==> src/design/mme_pkg.sv <==
`timescale 1ns / 1ps
// Package for the matrix multiply engine: sizes, opcodes, register indexes,
// pipeline tag type and dimension helper. No dependencies.
package mme_pkg;

   localparam int MAX_DIM         = 8;
   localparam int ELEM_WIDTH      = 16;
   localparam int DEPTH           = MAX_DIM * MAX_DIM;
   localparam int ADDR_WIDTH      = $clog2(DEPTH);
   localparam int CNT_WIDTH       = $clog2(MAX_DIM);
   localparam int IDX_WIDTH       = 3;
   localparam int CSR_WIDTH       = 4;
   localparam int CSR_INDEX_WIDTH = 2;
   localparam int PROD_WIDTH      = 2 * ELEM_WIDTH;
   localparam int SUM_WIDTH       = 35;
   localparam logic [CSR_WIDTH-1:0] DIM_RESET = CSR_WIDTH'(8);

   typedef enum logic [1:0] {
      OP_WRITE_A  = 2'd0,
      OP_WRITE_B  = 2'd1,
      OP_COMPUTE  = 2'd2,
      OP_RESERVED = 2'd3
   } opcode_type;

   typedef enum logic [CSR_INDEX_WIDTH-1:0] {
      CSR_ROWS_A     = 2'd0,
      CSR_INNER_SIZE = 2'd1,
      CSR_COLS_B     = 2'd2
   } csr_index_type;

   typedef struct packed {
      logic                 first;
      logic                 last;
      logic                 final_elem;
      logic [CNT_WIDTH-1:0] row;
      logic [CNT_WIDTH-1:0] col;
   } tag_type;

   // Effective dimension minus one: zero counts as one, clamp to MAX_DIM.
   function automatic logic [CNT_WIDTH-1:0] dim_last(input logic [CSR_WIDTH-1:0] v);
      int d;
      d = int'(v);
      if (d == 0) d = 1;
      if (d > MAX_DIM) d = MAX_DIM;
      return CNT_WIDTH'(d - 1);
   endfunction

endpackage

==> src/design/mme_if.sv <==
`timescale 1ns / 1ps
// Valid/ready channel interfaces for the matrix multiply engine.
// Depends on mme_pkg.
interface mme_req_if;
   import mme_pkg::*;
   logic                          valid;
   logic                          ready;
   opcode_type                    opcode;
   logic [IDX_WIDTH-1:0]          row_index;
   logic [IDX_WIDTH-1:0]          col_index;
   logic signed [ELEM_WIDTH-1:0]  element_value;

   modport source (output valid, opcode, row_index, col_index, element_value, input ready);
   modport sink   (input valid, opcode, row_index, col_index, element_value, output ready);
endinterface

interface mme_rsp_if;
   import mme_pkg::*;
   logic                         valid;
   logic                         ready;
   logic [IDX_WIDTH-1:0]         out_row;
   logic [IDX_WIDTH-1:0]         out_col;
   logic signed [SUM_WIDTH-1:0]  product_value;
   logic                         last_element;

   modport source (output valid, out_row, out_col, product_value, last_element, input ready);
   modport sink   (input valid, out_row, out_col, product_value, last_element, output ready);
endinterface

==> src/design/mme_ram.sv <==
`timescale 1ns / 1ps
// Generic single-write, single-read RAM with registered read data.
// No dependencies.
module mme_ram #(
   parameter int WIDTH = 16,
   parameter int DEPTH = 64
) (
   input  logic                     clock,
   input  logic                     wr_en,
   input  logic [$clog2(DEPTH)-1:0] wr_addr,
   input  logic [WIDTH-1:0]         wr_data,
   input  logic [$clog2(DEPTH)-1:0] rd_addr,
   output logic [WIDTH-1:0]         rd_data
);
   logic [WIDTH-1:0] mem_ff [DEPTH];

   always_ff @(posedge clock) begin
      if (wr_en) begin
         mem_ff[wr_addr] <= wr_data;
      end
      rd_data <= mem_ff[rd_addr];
   end
endmodule

==> src/design/matrix_multiply_engine.sv <==
`timescale 1ns / 1ps
// Matrix multiply engine top level: two element stores, read-multiply-
// accumulate pipeline, sequencer and output register. Depends on mme_pkg,
// mme_if and mme_ram.

// Element writes (opcodes 0 and 1) are taken one per cycle while the engine
// is idle. A compute command emits rows_a x cols_b results in row-major
// order; each result reads one element per cycle from each store through a
// read / multiply / accumulate pipeline and does not start while the previous
// result still waits in the output register. No new command is taken until
// the last result has been loaded into the output register. Stores are not
// cleared at reset; only entries written before a compute are meaningful.
module matrix_multiply_engine (
   input  logic                                 clock,
   input  logic                                 reset,
   mme_req_if.sink                              req_if,
   mme_rsp_if.source                            rsp_if,
   input  logic                                 csr_we,
   input  logic [mme_pkg::CSR_INDEX_WIDTH-1:0]  csr_index,
   input  logic [mme_pkg::CSR_WIDTH-1:0]        csr_wdata
);
   import mme_pkg::*;

   typedef enum logic [1:0] {S_IDLE, S_RUN, S_DRAIN} state_type;

   state_type                    state_ff, state_in;
   logic [CSR_WIDTH-1:0]         rows_a_ff, inner_size_ff, cols_b_ff;
   logic [CNT_WIDTH-1:0]         m_last_ff, k_last_ff, n_last_ff;
   logic [CNT_WIDTH-1:0]         m_last_in, k_last_in, n_last_in;
   logic [CNT_WIDTH-1:0]         i_ff, j_ff, t_ff, i_in, j_in, t_in;
   logic                         p1_valid_ff, p2_valid_ff;
   tag_type                      p1_tag_ff, p2_tag_ff, issue_tag;
   logic signed [PROD_WIDTH-1:0] prod_ff;
   logic signed [SUM_WIDTH-1:0]  acc_ff, acc_in;
   logic                         rsp_valid_ff, rsp_valid_in;
   logic [IDX_WIDTH-1:0]         out_row_ff, out_col_ff;
   logic signed [SUM_WIDTH-1:0]  product_ff;
   logic                         last_ff;

   logic                  req_xfer, rsp_xfer, issue, load, wr_ok;
   logic                  wr_a_en, wr_b_en;
   logic [ADDR_WIDTH-1:0] wr_addr, rd_a_addr, rd_b_addr;
   logic [ELEM_WIDTH-1:0] a_rd, b_rd;

   assign req_if.ready = (state_ff == S_IDLE);
   assign req_xfer     = req_if.valid && req_if.ready;
   assign rsp_xfer     = rsp_valid_ff && rsp_if.ready;

   assign wr_ok   = (int'(req_if.row_index) < MAX_DIM) && (int'(req_if.col_index) < MAX_DIM);
   assign wr_a_en = req_xfer && wr_ok && (req_if.opcode == OP_WRITE_A);
   assign wr_b_en = req_xfer && wr_ok && (req_if.opcode == OP_WRITE_B);
   assign wr_addr = ADDR_WIDTH'(int'(req_if.row_index) * MAX_DIM + int'(req_if.col_index));

   assign rd_a_addr = ADDR_WIDTH'(int'(i_ff) * MAX_DIM + int'(t_ff));
   assign rd_b_addr = ADDR_WIDTH'(int'(t_ff) * MAX_DIM + int'(j_ff));

   mme_ram #(.WIDTH(ELEM_WIDTH), .DEPTH(DEPTH)) u_store_a (
      .clock   (clock),
      .wr_en   (wr_a_en),
      .wr_addr (wr_addr),
      .wr_data (req_if.element_value),
      .rd_addr (rd_a_addr),
      .rd_data (a_rd)
   );

   mme_ram #(.WIDTH(ELEM_WIDTH), .DEPTH(DEPTH)) u_store_b (
      .clock   (clock),
      .wr_en   (wr_b_en),
      .wr_addr (wr_addr),
      .wr_data (req_if.element_value),
      .rd_addr (rd_b_addr),
      .rd_data (b_rd)
   );

   // A new dot product starts only with the output register empty, so the
   // load at its end never collides with a waiting result.
   assign issue = (state_ff == S_RUN) && !((t_ff == '0) && rsp_valid_ff);

   always_comb begin
      issue_tag.first      = (t_ff == '0);
      issue_tag.last       = (t_ff == k_last_ff);
      issue_tag.final_elem = (i_ff == m_last_ff) && (j_ff == n_last_ff);
      issue_tag.row        = i_ff;
      issue_tag.col        = j_ff;
   end

   assign load   = p2_valid_ff && p2_tag_ff.last;
   assign acc_in = (p2_tag_ff.first ? '0 : acc_ff) + SUM_WIDTH'(prod_ff);

   always_comb begin
      state_in  = state_ff;
      i_in      = i_ff;
      j_in      = j_ff;
      t_in      = t_ff;
      m_last_in = m_last_ff;
      k_last_in = k_last_ff;
      n_last_in = n_last_ff;
      unique case (state_ff)
         S_IDLE: begin
            if (req_xfer && (req_if.opcode == OP_COMPUTE)) begin
               m_last_in = dim_last(rows_a_ff);
               k_last_in = dim_last(inner_size_ff);
               n_last_in = dim_last(cols_b_ff);
               i_in      = '0;
               j_in      = '0;
               t_in      = '0;
               state_in  = S_RUN;
            end
         end
         S_RUN: begin
            if (issue) begin
               if (t_ff == k_last_ff) begin
                  t_in     = '0;
                  state_in = S_DRAIN;
               end else begin
                  t_in = t_ff + CNT_WIDTH'(1);
               end
            end
         end
         S_DRAIN: begin
            if (!p1_valid_ff && !p2_valid_ff) begin
               if (issue_tag.final_elem) begin
                  state_in = S_IDLE;
               end else begin
                  state_in = S_RUN;
                  if (j_ff == n_last_ff) begin
                     j_in = '0;
                     i_in = i_ff + CNT_WIDTH'(1);
                  end else begin
                     j_in = j_ff + CNT_WIDTH'(1);
                  end
               end
            end
         end
         default: state_in = S_IDLE;
      endcase
   end

   always_comb begin
      rsp_valid_in = rsp_valid_ff;
      if (load) begin
         rsp_valid_in = 1'b1;
      end else if (rsp_xfer) begin
         rsp_valid_in = 1'b0;
      end
   end

   always_ff @(posedge clock) begin
      if (reset) begin
         state_ff      <= S_IDLE;
         rsp_valid_ff  <= 1'b0;
         p1_valid_ff   <= 1'b0;
         p2_valid_ff   <= 1'b0;
         rows_a_ff     <= DIM_RESET;
         inner_size_ff <= DIM_RESET;
         cols_b_ff     <= DIM_RESET;
      end else begin
         state_ff     <= state_in;
         rsp_valid_ff <= rsp_valid_in;
         p1_valid_ff  <= issue;
         p2_valid_ff  <= p1_valid_ff;
         if (csr_we) begin
            unique case (csr_index)
               CSR_ROWS_A:     rows_a_ff     <= csr_wdata;
               CSR_INNER_SIZE: inner_size_ff <= csr_wdata;
               CSR_COLS_B:     cols_b_ff     <= csr_wdata;
               default:        ;
            endcase
         end
      end
      i_ff      <= i_in;
      j_ff      <= j_in;
      t_ff      <= t_in;
      m_last_ff <= m_last_in;
      k_last_ff <= k_last_in;
      n_last_ff <= n_last_in;
      p1_tag_ff <= issue_tag;
      p2_tag_ff <= p1_tag_ff;
      prod_ff   <= $signed(a_rd) * $signed(b_rd);
      if (p2_valid_ff) begin
         acc_ff <= acc_in;
      end
      if (load) begin
         out_row_ff <= IDX_WIDTH'(p2_tag_ff.row);
         out_col_ff <= IDX_WIDTH'(p2_tag_ff.col);
         product_ff <= acc_in;
         last_ff    <= p2_tag_ff.final_elem;
      end
   end

   assign rsp_if.valid         = rsp_valid_ff;
   assign rsp_if.out_row       = out_row_ff;
   assign rsp_if.out_col       = out_col_ff;
   assign rsp_if.product_value = product_ff;
   assign rsp_if.last_element  = last_ff;

`ifndef NO_ASSERTIONS
   a_load_into_empty: assert property (@(posedge clock) disable iff (reset)
      load |-> !rsp_valid_ff)
      else $error("result loaded over a waiting result");

   a_idle_pipe_empty: assert property (@(posedge clock) disable iff (reset)
      (state_ff == S_IDLE) |-> (!p1_valid_ff && !p2_valid_ff))
      else $error("pipeline busy while idle");

   a_last_position: assert property (@(posedge clock) disable iff (reset)
      (load && p2_tag_ff.final_elem) |-> (p2_tag_ff.row == m_last_ff &&
                                          p2_tag_ff.col == n_last_ff))
      else $error("last element flagged at wrong position");
`endif

endmodule
==> src/flat_wrapper.sv <==
// flat-port wrapper written by rule: the top's interface ports become plain ports
module matrix_multiply_engine_flat import mme_pkg::*;
  (clock, reset, csr_we, csr_index, csr_wdata, req_if_valid, req_if_opcode, req_if_row_index, req_if_col_index, req_if_element_value, req_if_ready, rsp_if_valid, rsp_if_out_row, rsp_if_out_col, rsp_if_product_value, rsp_if_last_element, rsp_if_ready);
  mme_req_if req_if_i ();
  mme_rsp_if rsp_if_i ();
  input  logic clock;
  input  logic reset;
  input  logic csr_we;
  input  logic [mme_pkg::CSR_INDEX_WIDTH-1:0] csr_index;
  input  logic [mme_pkg::CSR_WIDTH-1:0] csr_wdata;
  input wire logic [$bits(req_if_i.valid)-1:0] req_if_valid;
  input wire logic [$bits(req_if_i.opcode)-1:0] req_if_opcode;
  input wire logic [$bits(req_if_i.row_index)-1:0] req_if_row_index;
  input wire logic [$bits(req_if_i.col_index)-1:0] req_if_col_index;
  input wire logic [$bits(req_if_i.element_value)-1:0] req_if_element_value;
  output wire logic [$bits(req_if_i.ready)-1:0] req_if_ready;
  output wire logic [$bits(rsp_if_i.valid)-1:0] rsp_if_valid;
  output wire logic [$bits(rsp_if_i.out_row)-1:0] rsp_if_out_row;
  output wire logic [$bits(rsp_if_i.out_col)-1:0] rsp_if_out_col;
  output wire logic [$bits(rsp_if_i.product_value)-1:0] rsp_if_product_value;
  output wire logic [$bits(rsp_if_i.last_element)-1:0] rsp_if_last_element;
  input wire logic [$bits(rsp_if_i.ready)-1:0] rsp_if_ready;
  assign req_if_i.valid = req_if_valid;
  assign req_if_i.opcode = req_if_opcode;
  assign req_if_i.row_index = req_if_row_index;
  assign req_if_i.col_index = req_if_col_index;
  assign req_if_i.element_value = req_if_element_value;
  assign req_if_ready = req_if_i.ready;
  assign rsp_if_valid = rsp_if_i.valid;
  assign rsp_if_out_row = rsp_if_i.out_row;
  assign rsp_if_out_col = rsp_if_i.out_col;
  assign rsp_if_product_value = rsp_if_i.product_value;
  assign rsp_if_last_element = rsp_if_i.last_element;
  assign rsp_if_i.ready = rsp_if_ready;
  matrix_multiply_engine u_core (.clock(clock), .reset(reset), .req_if(req_if_i), .rsp_if(rsp_if_i), .csr_we(csr_we), .csr_index(csr_index), .csr_wdata(csr_wdata));
endmodule
==> config.mk <==
export PLATFORM = sky130hd
export DESIGN_NAME = matrix_multiply_engine_flat
export DESIGN_NICKNAME = d
export VERILOG_FILES = /design/src/design/mme_pkg.sv /design/src/design/mme_if.sv /design/src/design/mme_ram.sv /design/src/design/matrix_multiply_engine.sv /design/src/flat_wrapper.sv
export SDC_FILE = /design/constraint.sdc
export NUM_CORES = 2
export LEC_CHECK = 0
export BUFFER_PORTS_ARGS = -buffer_cell sky130_fd_sc_hd__clkbuf_2
export CORE_MARGIN = 3
export CORE_UTILIZATION = 30
export DETAILED_ROUTE_END_ITERATION = 7
export GPL_ROUTABILITY_DRIVEN = 1
export PLACE_DENSITY = 0.52
export SLEW_MARGIN = 15
export SYNTH_ARGS = -nofsm -noshare
export SYNTH_HDL_FRONTEND = slang
export SYNTH_SLANG_ARGS = --single-unit
export TNS_END_PERCENT = 100
==> constraint.sdc <==
create_clock -name clock -period 16.85 [get_ports clock]
set_input_delay 2.5275 -clock clock [delete_from_list [all_inputs] [get_ports clock]]
set_output_delay 2.5275 -clock clock [all_outputs]
set_load 0.1 [all_outputs]
==> results.cfg <==
[status]
status = completed

[global_routing]
grt_pass1_vias = 48210
antenna_found_initial = 19
grt_pass1_wl_microns = 353600
overflow = 0
track_usage = 0.1493
grt_max_degree = 97

[pwr]
p_leak_nw = 35.92
worst_ir_drop_vdd_uv = 839.4
power_density_nw_per_um2 = 217.5

[floorplanning]
die_w_microns = 570.3
num_io_pins = 79
core_sq_um = 316000
die-area_sq_um = 325200
fp.dieH_microns = 570.3
start_util = 0.3023
rows = 206

[hold_path]
hold_class = flip-flop to flip-flop
hold_depth = 0
min_to = u_core.p2_tag_ff[5]
hold_path.startpoint = u_core.p1_tag_ff[5]

[critical_path]
crit_slowest_cell = fa_1
cp.required_ns = 17.60
critPathMaxFanout = 16
r2r_setup_slack_ns = 10.28
critPathCaptureType = flip-flop
timing.rr.end = u_core.prod_ff[30]
r2r_cells = 19
cp_data_arrival_time_ns = 7.33
start_kind = flip-flop
path_cells = nand2_1 > inv_1 > fa_1 > fa_1 > fa_1 > fa_1 > fa_1 > inv_1 > fa_1 > inv_1 > ha_1 > a21o_1 > a21o_1 > a21oi_1 > o21ai_0 > a21o_1 > a221oi_1 > nor3_1 > xor2_1
worstReg2RegStart = u_core.u_store_b.rd_data[1]
path_class = flip-flop to flip-flop
max_stage_delay_ns = 0.90
cpMostUsedCell = fa_1

[sta]
slew_viol_final = 0
post-route-period-util = 0.3902
worst_pin_slew_ns = 1.182
max_clock_freq_ghz = 0.1521
finalSetupViolations = 0
final_hold_viol_count = 0
layout_setup_ws_ns = 10.28
skew_ns = 0.07239
relSlewSlack = 0.2120
rsz0062_at_grt = no
min_period_ns = 6.574
tns_ns = 0

[synthesis]
seq_area_frac_synth = 0.6944
synth_xor_area_frac = 0.006601
synthSimpleGateAreaFrac = 0.03310
ys_types = 75
syn_nets = 5169
synthArstFlopShare = 0
synthAdderAreaFrac = 0.07123
synth_ff_type = edfxtp_1
synthCells = 4748
synth_edf_count = 2143
syn-mean-instance-area_sq_um = 20.12
synth_seq_cells = 2242
syn_area_sq_um = 95530
synthMuxAreaShare = 0.1595
synth_compound_area_frac = 0.01357
synth_top_family_by_area = multiplexers
synth_warnings = 0

[layout]
syn_to_final_growth_pct = 14.27
fill_cells = 29480
layout-drive-gt1-share = 0.2501
final_area_sq_um = 109200
nets = 5450
multi_input_area_sq_um = 27200
seq_area_sq_um = 66330

[clocking]
path_clk_slew_ns = 0.06
clock_sinks = 2242
h-tree-depth = 4
cts_buffer_depth = 4
cts_setup_buffers = 0
numCtsBuffers = 230
cts_tree = done
cts_root_buf = clkbuf_16
clock_latency_ns = 0.88
ctsResizeCount = 0
hold_buffers = 0

[place]
gp_congestion = 0.7754
io_buffers = 78
preCtsSetupSlack_ns = 10.28
dp_hpwl_microns = 148000
post_dp_cell_area_sq_um = 101800

[routing]
drt_wl_total_microns = 244200
drtAntennaViolNets = 0
avgViaCountPerCell = 4.884
remaining_drc_errors = 0
dr.pass1.iters = 7
vias = 45800
first_iter_violations = 4640
wl_per_cell_microns = 26.04

[flow_run]
drv_cap = 0
==> synth_stat cells, types with 7 or more instances <==
master	number	area [sq um]
edfxtp_1	2143	64350
mux4_2	672	15130
inv_1	322	1209
fa_1	263	5265
nor2_1	202	758.2
nand2_1	165	619.3
clkbuf_1	140	525.5
and2_1	128	800.8
ha_1	123	1539
dfxtp_1	99	1982
xnor2_1	57	499.2
a21oi_1	49	245.2
buf_2	47	235.2
nor2b_1	40	250.2
o21ai_0	27	135.1
a21o_1	21	157.7
buf_1	21	78.83
nand2b_1	21	131.4
nand3_1	18	90.09
nor3_1	17	85.08
o21a_1	16	120.1
xor2_1	15	131.4
a211oi_1	10	75.07
o21bai_1	10	75.07
mux2i_1	9	90.09
nand3b_1	9	67.56
nand4_1	8	50.05
nor4_1	7	43.79
==> report_power, final <==
part	internal (mW)	total, mW	switching [mW]
Clock	2.88	5.02	2.14
Sequential	6.44	6.54	0.0989
Combinational	5.38	12.2	6.80
Total	14.7	23.7	9.04
==> metal layers <==
metal / global-route usage / wire [microns]
met1: 0.2108 / 107300
met4: 0.03439 / 5171
met2: 0.2428 / 117400
met3: 0.02316 / 14280
met5: 0 / 52
==> cell usage in the layout (no fill, tap or decap), types with 52 or more instances in the layout <==
cell and instances:
edfxtp_1 2143, mux4_2 672, inv_1 321, fa_1 263, clkbuf_16 231, buf_4 194
nor2_1 180, nand2_1 165, and2_1 127, ha_1 123, dfxtp_1 98, clkbuf_2 62
xnor2_1 57, clkbuf_1 52
==> through the flow <==
| step | instances | utilization | hold WS, ns | total power [mW] |
|---|---|---|---|---|
| 2_1_floorplan | 4748 | - | 0.3096 | 16.06 |
| 3_3_place_gp | 8957 | 0.3221 | 0.3127 | 18.75 |
| 3_5_place_dp | 8957 | 0.3221 | 0.3121 | 18.89 |
| 4_1_cts | 9369 | 0.3454 | 0.3274 | 23.99 |
| 5_1_grt | 9371 | 0.3454 | 0.3309 | 25.84 |
| 6_report | 9377 | 0.3455 | 0.3251 | 23.74 |
==> cell families after synthesis <==
family                   Yosys count
flip-flops                      2242
multiplexers                     682
AND/OR/NAND/NOR                  648
buffers and inverters            533
adder cells (fa/ha/maj)          386
AO/OA/AOI/OAI                    185
XOR/XNOR                          72
==> sequential cells by signal, indices dropped and copies added (netlist names), 2 cells and up <==
| name | cells |
|---|---|
| u_core.acc_ff | 35 |
| u_core.cols_b_ff | 4 |
| u_core.i_ff | 3 |
| u_core.inner_size_ff | 4 |
| u_core.j_ff | 3 |
| u_core.k_last_ff | 3 |
| u_core.m_last_ff | 3 |
| u_core.n_last_ff | 3 |
| u_core.p1_tag_ff | 9 |
| u_core.p2_tag_ff | 9 |
| u_core.prod_ff | 32 |
| u_core.rows_a_ff | 4 |
| u_core.rsp_if.out_col | 3 |
| u_core.rsp_if.out_row | 3 |
| u_core.rsp_if.product_value | 35 |
| u_core.state_ff | 2 |
| u_core.t_ff | 3 |
| u_core.u_store_a.mem_ff | 1024 |
| u_core.u_store_a.rd_data | 16 |
| u_core.u_store_b.mem_ff | 1024 |
| u_core.u_store_b.rd_data | 16 |
==> worst max-delay path: cells and delay by family (launching register included) <==
family / cells / cell delay (ns)
buffers and inverters: 3 / 0.26
xor gates and xnor gates: 1 / 0.14
DFF: 1 / 0.72
adders and majority gates: 7 / 3.79
and+or+nand+nor: 2 / 0.31
AOI/OAI and AO/OA: 6 / 1.26
==> worst max-delay path by stage <==
| stage | startpoint | to | slack, ns | cells after the start |
|---|---|---|---|---|
| after floorplan | u_core.u_store_a.rd_data[15] | u_core.prod_ff[30] | 10.84 | 20 |
| after global placement | u_core.u_store_b.rd_data[1] | u_core.prod_ff[30] | 10.39 | 19 |
| after detailed placement | u_core.u_store_b.rd_data[1] | u_core.prod_ff[30] | 10.28 | 19 |
| after CTS | u_core.u_store_b.rd_data[1] | u_core.prod_ff[30] | 10.28 | 19 |
| after global routing | u_core.u_store_b.rd_data[1] | u_core.prod_ff[31] | 9.96 | 18 |
| final | u_core.u_store_b.rd_data[1] | u_core.prod_ff[30] | 10.28 | 19 |
==> area by class of cell <==
class | count | area share
clock inverter | 122 | 0.01182
tap | 4160 | 0.04768
inverter | 323 | 0.01113
clock buffer | 290 | 0.05562
sequential | 2242 | 0.6077
timing repair buffer | 259 | 0.01673
multi-input combinational | 1973 | 0.2492
antenna | 8 | 0.0001834
(Power assumes the default switching activity.)
